<file path="src/hdl/lrsa_pkg.sv">
package lrsa_pkg;

	// Sizes of the register file, the spill area and a value id.
	localparam int MAX_REGS    = 16;
	localparam int SPILL_CELLS = 64;
	localparam int VALUE_BITS  = 16;

	// Classification handed from the front part to the back part.
	typedef struct packed {
		logic [VALUE_BITS-1:0] value;
	} lrsa_req_t;

	// Result record delivered to the output register.
	typedef struct packed {
		logic [3:0]  reg_index;
		logic        store_done;
		logic [5:0]  store_cell;
		logic [15:0] store_value;
		logic        load_done;
		logic [5:0]  load_cell;
		logic        out_of_cells;
	} lrsa_res_t;

endpackage

</file>
<file path="src/hdl/lrsa_fifo.sv">
module lrsa_fifo import lrsa_pkg::*; (
	input  logic      clk,
	input  logic      arst_n,
	input  logic      in_valid,
	output logic      in_ready,
	input  lrsa_req_t in_data,
	output logic      out_valid,
	input  logic      out_ready,
	output lrsa_req_t out_data
);
	// Two-entry queue between the request front and the allocation engine.
	lrsa_req_t  mem_q [2];
	logic       wp_q, rp_q;
	logic [1:0] cnt_q;

	assign in_ready  = (cnt_q != 2'd2);
	assign out_valid = (cnt_q != 2'd0);
	assign out_data  = mem_q[rp_q];

	always_ff @(posedge clk) begin
		if (in_valid && in_ready) mem_q[wp_q] <= in_data;
	end

	always_ff @(posedge clk or negedge arst_n) begin
		if (!arst_n) begin
			wp_q  <= 1'b0;
			rp_q  <= 1'b0;
			cnt_q <= 2'd0;
		end else begin
			if (in_valid && in_ready) wp_q <= ~wp_q;
			if (out_valid && out_ready) rp_q <= ~rp_q;
			cnt_q <= cnt_q + {1'b0, in_valid && in_ready} - {1'b0, out_valid && out_ready};
		end
	end

	a_cnt: assert property (@(posedge clk) disable iff (!arst_n) cnt_q <= 2'd2)
		else $error("queue count overflow");
endmodule

</file>
<file path="src/hdl/lrsa_engine.sv">
module lrsa_engine import lrsa_pkg::*; (
	input  logic       clk,
	input  logic       arst_n,
	input  logic [4:0] reg_limit,
	input  logic       req_valid,
	output logic       req_ready,
	input  lrsa_req_t  req,
	output logic       res_valid,
	input  logic       res_ready,
	output lrsa_res_t  res
);
	localparam int RW = (MAX_REGS > 1) ? $clog2(MAX_REGS) : 1;
	localparam int CW = (SPILL_CELLS > 1) ? $clog2(SPILL_CELLS) : 1;
	localparam int AW = $clog2(MAX_REGS + 1);

	localparam logic [2:0] ST_IDLE = 3'd0;
	localparam logic [2:0] ST_REGS = 3'd1;
	localparam logic [2:0] ST_SCAN = 3'd2;
	localparam logic [2:0] ST_DONE = 3'd3;
	localparam logic [2:0] ST_OUT  = 3'd4;

	logic [2:0] state_q;

	logic [MAX_REGS-1:0]   busy_q, mapped_q;
	logic [VALUE_BITS-1:0] holds_q [MAX_REGS];
	logic [RW-1:0]         age_q   [MAX_REGS];
	logic [AW-1:0]         age_cnt_q;
	logic [SPILL_CELLS-1:0] taken_q;

	logic [VALUE_BITS-1:0] v_q;
	logic                  hit_q, free_q;
	logic [RW-1:0]         r_q;
	logic [CW:0]           scan_q;
	logic                  load_found_q, sc_found_q;
	logic [CW-1:0]         load_q, sc_q;
	lrsa_res_t             res_q;

	// scan: the registered read data of the previous address is compared
	logic [CW-1:0] prev_q;
	logic          prev_v_q;

	logic [RW-1:0] victim;
	logic          evict, do_store, no_cell;
	logic [RW-1:0] rfin;

	// spill cell store; written at the eviction, read one cell per scan step
	logic [VALUE_BITS-1:0] cell_rd;
	logic                  cell_we;
	logic [CW-1:0]         cell_wa;
	logic [CW-1:0]         scan_idx;

	assign scan_idx = scan_q[CW-1:0];
	assign victim   = (age_cnt_q != '0) ? age_q[0] : '0;

	lrsa_ram #(.WIDTH(VALUE_BITS), .DEPTH(SPILL_CELLS)) u_cells (
		.clk(clk), .we(cell_we), .waddr(cell_wa), .wdata(holds_q[victim]),
		.raddr(scan_idx), .rdata(cell_rd)
	);

	// usable register count
	logic [AW-1:0] n_use;
	always_comb begin
		if (reg_limit == 5'd0) n_use = AW'(1);
		else if (32'(reg_limit) > MAX_REGS) n_use = AW'(MAX_REGS);
		else n_use = AW'(reg_limit);
	end

	// register lookup and lowest free register
	logic          hit_c, free_c;
	logic [RW-1:0] hit_r, free_r;
	always_comb begin
		hit_c = 1'b0; hit_r = '0; free_c = 1'b0; free_r = '0;
		for (int i = MAX_REGS - 1; i >= 0; i--) begin
			if (mapped_q[i] && holds_q[i] == v_q) begin
				hit_c = 1'b1; hit_r = RW'(i);
			end
			if (!busy_q[i] && i < 32'(n_use)) begin
				free_c = 1'b1; free_r = RW'(i);
			end
		end
	end

	assign evict    = !hit_q && !free_q;
	assign do_store = evict && mapped_q[victim];
	assign no_cell  = do_store && !sc_found_q;
	assign cell_we  = (state_q == ST_DONE) && do_store && sc_found_q;
	assign cell_wa  = sc_q;

	assign req_ready = (state_q == ST_IDLE);
	assign res_valid = (state_q == ST_OUT);
	assign res       = res_q;

	assign rfin = hit_q ? r_q : (free_q ? r_q : victim);

	// The age list holds each register once, so the refresh removes at most one entry
	// and closes the gap before appending the register at the young end.
	logic          age_hit;
	logic [RW-1:0] age_pos;
	logic [AW-1:0] age_tail, age_cnt_nx;
	logic [RW-1:0] age_nx [MAX_REGS];
	always_comb begin
		age_hit = 1'b0;
		age_pos = '0;
		for (int i = MAX_REGS - 1; i >= 0; i--) begin
			if (AW'(i) < age_cnt_q && age_q[i] == rfin) begin
				age_hit = 1'b1;
				age_pos = RW'(i);
			end
		end
		age_tail   = age_hit ? age_cnt_q - 1'b1 : age_cnt_q;
		age_cnt_nx = (32'(age_tail) < MAX_REGS) ? age_tail + 1'b1 : age_tail;
		for (int i = 0; i < MAX_REGS - 1; i++)
			age_nx[i] = (age_hit && RW'(i) >= age_pos) ? age_q[i + 1] : age_q[i];
		age_nx[MAX_REGS - 1] = age_q[MAX_REGS - 1];
		for (int i = 0; i < MAX_REGS; i++)
			if (AW'(i) == age_tail) age_nx[i] = rfin;
	end

	// spill cell bookkeeping and the result record
	logic [SPILL_CELLS-1:0] taken_nx;
	lrsa_res_t              res_nx;
	always_comb begin
		taken_nx = taken_q;
		res_nx   = '0;
		if (no_cell) begin
			res_nx.out_of_cells = 1'b1;
		end else begin
			res_nx.reg_index = 4'(rfin);
			if (do_store) begin
				taken_nx[sc_q]     = 1'b1;
				res_nx.store_done  = 1'b1;
				res_nx.store_cell  = 6'(sc_q);
				res_nx.store_value = 16'(holds_q[victim]);
			end
			if (!hit_q && load_found_q) begin
				taken_nx[load_q] = 1'b0;
				res_nx.load_done = 1'b1;
				res_nx.load_cell = 6'(load_q);
			end
		end
	end

	always_ff @(posedge clk) begin
		if (state_q == ST_IDLE && req_valid) v_q <= req.value;
		if (state_q == ST_DONE && !no_cell) holds_q[rfin] <= v_q;
	end

	always_ff @(posedge clk or negedge arst_n) begin
		if (!arst_n) begin
			state_q <= ST_IDLE;
			busy_q <= '0; mapped_q <= '0; taken_q <= '0; age_cnt_q <= '0;
			hit_q <= 1'b0; free_q <= 1'b0; r_q <= '0; scan_q <= '0;
			load_found_q <= 1'b0; sc_found_q <= 1'b0; load_q <= '0; sc_q <= '0;
			prev_q <= '0; prev_v_q <= 1'b0; res_q <= '0;
			for (int i = 0; i < MAX_REGS; i++) age_q[i] <= '0;
		end else begin
			case (state_q)
				ST_IDLE: if (req_valid) state_q <= ST_REGS;
				ST_REGS: begin
					hit_q  <= hit_c;
					free_q <= free_c;
					r_q    <= hit_c ? hit_r : free_r;
					load_found_q <= 1'b0; sc_found_q <= 1'b0;
					scan_q <= '0; prev_v_q <= 1'b0;
					state_q <= hit_c ? ST_DONE : ST_SCAN;
				end
				ST_SCAN: begin
					// check the cell read on the previous step
					if (prev_v_q && taken_q[prev_q] && cell_rd == v_q && !load_found_q) begin
						load_found_q <= 1'b1; load_q <= prev_q;
					end
					if (scan_q < (CW+1)'(SPILL_CELLS)) begin
						if (!taken_q[scan_idx] && !sc_found_q) begin
							sc_found_q <= 1'b1; sc_q <= scan_idx;
						end
						prev_q <= scan_idx; prev_v_q <= 1'b1;
						scan_q <= scan_q + 1'b1;
					end else begin
						state_q <= ST_DONE;
					end
				end
				ST_DONE: begin
					res_q <= res_nx;
					if (!no_cell) begin
						for (int i = 0; i < MAX_REGS; i++) age_q[i] <= age_nx[i];
						age_cnt_q <= age_cnt_nx;
						busy_q[rfin] <= 1'b1;
						mapped_q[rfin] <= 1'b1;
						taken_q <= taken_nx;
					end
					state_q <= ST_OUT;
				end
				ST_OUT: if (res_ready) state_q <= ST_IDLE;
				default: state_q <= ST_IDLE;
			endcase
		end
	end

	a_ready: assert property (@(posedge clk) disable iff (!arst_n)
		!(req_ready && res_valid)) else $error("accept while result pending");
	a_age: assert property (@(posedge clk) disable iff (!arst_n)
		32'(age_cnt_q) <= MAX_REGS) else $error("age list overflow");
	a_oob: assert property (@(posedge clk) disable iff (!arst_n)
		res_valid && res.out_of_cells |-> res.reg_index == 4'd0 && !res.store_done)
		else $error("out of cells result not clean");
endmodule

</file>
<file path="src/hdl/lrsa_ram.sv">
module lrsa_ram #(
	parameter int WIDTH = 16,
	parameter int DEPTH = 64
) (
	input  logic                     clk,
	input  logic                     we,
	input  logic [$clog2(DEPTH > 1 ? DEPTH : 2)-1:0] waddr,
	input  logic [WIDTH-1:0]         wdata,
	input  logic [$clog2(DEPTH > 1 ? DEPTH : 2)-1:0] raddr,
	output logic [WIDTH-1:0]         rdata
);
	logic [WIDTH-1:0] mem_q [DEPTH];
	always_ff @(posedge clk) begin
		if (we) mem_q[waddr] <= wdata;
		rdata <= mem_q[raddr];
	end
endmodule

</file>
<file path="src/hdl/lru_register_spill_allocator_top.sv">
// The engine handles one request at a time, and a result waits until the result side takes it;
// the front queue can hold further requests meanwhile.
// A hit goes from the lookup straight to the update; a miss first reads every spill cell
// through the single read port.
// Reset (arst_n, asynchronous, low) empties all registers, the age list and all cells,
// and sets the register count to 16; no clearing pass is needed.
module lru_register_spill_allocator_top import lrsa_pkg::*; (
	input  logic                  clk,
	input  logic                  arst_n,
	input  logic                  cfg_we,
	input  logic [4:0]            cfg_wdata,
	input  logic                  in_valid,
	output logic                  in_ready,
	input  logic [VALUE_BITS-1:0] req_value,
	output logic                  out_valid,
	input  logic                  out_ready,
	output logic [3:0]            reg_index,
	output logic                  store_done,
	output logic [5:0]            store_cell,
	output logic [15:0]           store_value,
	output logic                  load_done,
	output logic [5:0]            load_cell,
	output logic                  out_of_cells
);
	// The configuration register holds the usable register count.
	logic [4:0] reg_limit_q;
	always_ff @(posedge clk or negedge arst_n) begin
		if (!arst_n) reg_limit_q <= 5'd16;
		else if (cfg_we) reg_limit_q <= cfg_wdata;
	end

	// The front queue takes requests while the engine works on an earlier one.
	lrsa_req_t in_req, q_req;
	logic      q_valid, q_ready;
	lrsa_res_t res;

	assign in_req.value = req_value;

	lrsa_fifo u_fifo (
		.clk(clk), .arst_n(arst_n),
		.in_valid(in_valid), .in_ready(in_ready), .in_data(in_req),
		.out_valid(q_valid), .out_ready(q_ready), .out_data(q_req)
	);

	// The engine performs lookup, spill and age update for one request at a time.
	lrsa_engine u_engine (
		.clk(clk), .arst_n(arst_n), .reg_limit(reg_limit_q),
		.req_valid(q_valid), .req_ready(q_ready), .req(q_req),
		.res_valid(out_valid), .res_ready(out_ready), .res(res)
	);

	assign reg_index    = res.reg_index;
	assign store_done   = res.store_done;
	assign store_cell   = res.store_cell;
	assign store_value  = res.store_value;
	assign load_done    = res.load_done;
	assign load_cell    = res.load_cell;
	assign out_of_cells = res.out_of_cells;
endmodule

</file>
<file path="config.mk">
export PLATFORM = sky130hd
export DESIGN_NAME = lru_register_spill_allocator_top
export DESIGN_NICKNAME = d
export VERILOG_FILES = /design/src/hdl/lrsa_pkg.sv /design/src/hdl/lrsa_fifo.sv /design/src/hdl/lrsa_engine.sv /design/src/hdl/lrsa_ram.sv /design/src/hdl/lru_register_spill_allocator_top.sv
export SDC_FILE = /design/constraint.sdc
export NUM_CORES = 2
export LEC_CHECK = 0
export ABC_AREA = 1
export BUFFER_PORTS_ARGS = -buffer_cell sky130_fd_sc_hd__buf_2
export CORE_AREA = 2 2 551 279
export CTS_CLUSTER_DIAMETER = 80
export DETAILED_ROUTE_END_ITERATION = 10
export DIE_AREA = 0 0 553 281
export GPL_TIMING_DRIVEN = 0
export HOLD_SLACK_MARGIN = 0.1
export PLACE_DENSITY = 0.64
export SLEW_MARGIN = 20
export SYNTH_ARGS = -nofsm -noshare
export SYNTH_HDL_FRONTEND = slang
export SYNTH_SLANG_ARGS = --single-unit
</file>
<file path="constraint.sdc">
create_clock -name clk -period 12.2 [get_ports clk]
set_clock_uncertainty 0.05 [all_clocks]
set_input_delay 0 -clock clk [delete_from_list [all_inputs] [get_ports clk]]
set_output_delay 0 -clock clk [all_outputs]
set_load 0.01 [all_outputs]
</file>
==> results.sh <==
export IMPL_ys_async_sr_fraction_pct=15.47
export IMPL_cap_violations=0
export IMPL_drt_initial_drc_count=12661
export IMPL_dp_hpwl_um=257500
export IMPL_min_period_ns=6.898
export IMPL_avgSynthCellArea_um2=11.21
export IMPL_met3_wirelength_um=78240
export IMPL_fmax_mhz=145.0
export IMPL_grt_pass1_wl_um=454500
export IMPL_clk_pin_slew_ns=0.07
export IMPL_final_common_cell="edfxtp_1"
export IMPL_clock_path_buffers=4
export IMPL_ant_nets=0
export IMPL_cts_sinks=1590
export IMPL_min_period_over_period_pct=56.54
export IMPL_layout_common_cells="1328 x edfxtp_1, 851 x o21ai_0, 773 x nor2_1"
export IMPL_cts_repair_resized=0
export IMPL_yosys_most_used_dff="edfxtp_1"
export IMPL_cp_data_required_time_ns=12.88
export IMPL_remaining_drc_errors=1
export IMPL_io_pin_count=63
export IMPL_place_gp_congestion=1.070
export IMPL_violations="design-rule violations"
export IMPL_finalCoreUtilization_pct=53.83
export IMPL_drt_pass1_iterations=11
export IMPL_num_vias=58812
export IMPL_die_x_um=553
export IMPL_root_buffer="clkbuf_16"
export IMPL_cts_tree="done"
export IMPL_cp_arrival_ns=7.58
export IMPL_whs_ns=0.2397
export IMPL_fp_dieH_um=281
export IMPL_drt_vias_per_instance=6.751
export IMPL_netlist_area_um2=68910
export IMPL_rsz0062_at_grt="false"
export IMPL_synth_edff_count=1328
export IMPL_port_buffers=61
export IMPL_h_tree_depth=4
export IMPL_met1_length_um=145400
export IMPL_nets=6599
export IMPL_setup_viol_count_final=0
export IMPL_clkLatencyLatePin_ns=0.84
export IMPL_area_delta_synth_final_pct=17.68
export IMPL_grt_usage_pct=43.67
export IMPL_yosysWarnings=0
export IMPL_grt_pass1_vias=50978
export IMPL_rows=101
export IMPL_die_area_um2=155400
export IMPL_start_util_pct=45.74
export IMPL_slew_violations=0
export IMPL_met2_length_um=115000
export IMPL_timing_max_slew_rel_slack_pct=7.809
export IMPL_finalHoldViolations=0
export IMPL_coreArea_um2=150600
export IMPL_wl_per_cell_um=39.83
export IMPL_ir_drop_mv=0.2034
export IMPL_antenna_found_initial=23
export IMPL_syn_nets=6179
export IMPL_crit_type="reg2reg"
export IMPL_worstPathMaxFanout=17
export IMPL_ys_ff_latch=1590
export IMPL_synth_distinct_cells=66
export IMPL_top_layer_used="met5"
export IMPL_power_density_nw_per_um2=297.1
export IMPL_numCtsBuffers=155
export IMPL_outcome="finished, violations left"
export IMPL_layout_drive_gt1_share_pct=10.75
export IMPL_grt_max_degree=75
export IMPL_ys_seq_area_share_pct=67.27
export IMPL_start_kind="flop"
export IMPL_power_leakage_nw=28.95
export IMPL_preCtsSetupSlack_ns=5.879
export IMPL_routed_wirelength_um=347000
export IMPL_synthCells=6147
export IMPL_post_cts_buffers=0
export IMPL_hold_class="in2async"
export IMPL_finalWorstSetupSlack_ns=5.302
export IMPL_endpoint_kind="flop"
export IMPL_grt_overflow=0
export IMPL_worst_slew_pin_slew_ns=1.383
[critical path, stage by stage (launching register included)]
cell	delay, ns
edfxtp_1	1.06
clkbuf_1	0.93
clkinv_1	0.95
clkbuf_1	0.69
a221oi_1	0.42
nand4_1	0.16
a2111oi_0	0.49
nand3_1	0.62
nand2_1	0.26
nor2_1	0.09
nand2_1	0.17
nor2_1	0.19
nor2_1	0.17
nand3_1	0.21
nand3_1	0.13
o21ai_0	0.08
inv_1	0.07
[metal layers]
metal  track usage [%]  vias to the layer above
li1                  -                    23249
met1             65.20                    29271
met2             48.10                     5659
met3             31.80                      597
met4             7.188                       36
met5             6.977                        -
[logic make-up after synthesis]
group | count (synthesis) | share of synthesized area (%)
AO/OA/AOI/OAI | 1705 | 15.08
XOR/XNOR | 97 | 1.233
adder cells (fa/ha/maj) | 6 | 0.1089
buffers and inverters | 756 | 4.196
flip-flops | 1590 | 67.27
multiplexers | 4 | 0.05811
AND/OR/NAND/NOR | 1989 | 12.05
[synthesized netlist by cell type (all sizes together), types with 21 or more instances]
cell type / n / area share [%]
nand2: 788 / 4.4
o211ai: 48 / 0.53
nor4: 29 / 0.26
nor2: 873 / 5.0
buf: 41 / 0.30
a31oi: 33 / 0.30
o22ai: 249 / 2.3
xor2: 78 / 0.99
dfrtp: 245 / 8.9
o221ai: 133 / 1.7
a221oi: 45 / 0.57
a21oi: 112 / 0.88
clkbuf: 329 / 1.8
a22o: 21 / 0.27
o21ai: 910 / 6.6
inv: 376 / 2.0
o32ai: 70 / 0.89
edfxtp: 1328 / 58
nor3: 50 / 0.37
nand3: 192 / 1.5
or2: 27 / 0.25
[worst paths after layout]
| path | start | endpoint | slack (ns) | depth (start not counted) |
|---|---|---|---|---|
| hold / removal | arst_n | u_engine.taken_q[32] | 0.24 | 4 |
| setup / recovery | u_engine.v_q[11] | u_engine.r_q[1] | 5.30 | 16 |
| hold reg to reg | u_engine.busy_q[9] | u_engine.busy_q[9] | 0.41 | 2 |
| min in group clk | req_value[13] | u_fifo.mem_q[0][13] | 0.40 | 3 |
| max in group asynchronous | arst_n | u_engine.mapped_q[6] | 10.80 | 6 |
| setup reg to reg | u_engine.v_q[11] | u_engine.r_q[1] | 5.30 | 16 |
[per-stage QoR]
stage | setup TNS (ns) | power, W | cells | instance area (um^2)
6_report | 0 | 0.02409 | 8711 | 81090
5_1_grt | 0 | 0.02428 | 8696 | 81060
4_1_cts | 0 | 0.02313 | 8686 | 80950
3_5_place_dp | 0 | 0.01832 | 8354 | 75410
3_3_place_gp | -796.79 | 0.01762 | 8216 | 71730
2_1_floorplan | 0 | 0.01255 | 6147 | 68910
[flip-flops by register name, summed over array words and instances (netlist names), 7 cells and up]
signal / count
u_engine.holds_q: 256
u_fifo.mem_q: 32
u_engine.busy_q: 16
u_engine.age_q: 64
u_engine.v_q: 16
u_engine.u_cells.mem_q: 1024
u_engine.mapped_q: 16
u_engine.u_cells.rdata: 16
u_engine.res: 35
u_engine.scan_q: 7
u_engine.taken_q: 64
[power breakdown]
group	total, W	internal, W	switching [W]
clock	0.00491	0.00269	0.00222
sequential	0.00786	0.00748	0.000381
combinational	0.0113	0.00260	0.00872
total	0.0241	0.0128	0.0113
[repair_timing]
action / in CTS / in global routing
hold buffers: 60 / 0
endpoints found under the setup margin: 0 / 0
endpoints found under the hold margin: 320 / 0
[layout make-up]
type | instances | area [um^2]
tap | 2008 | 2512
inverter | 386 | 1449
clock inverter | 80 | 739.5
timing repair buffer | 263 | 3812
buffer | 370 | 1520
multi-input combinational | 3801 | 20480
sequential | 1590 | 46360
antenna | 21 | 52.55
clock buffer | 192 | 4174
fill | 12937 | 69540
Power figures use the tool's default switching activity.
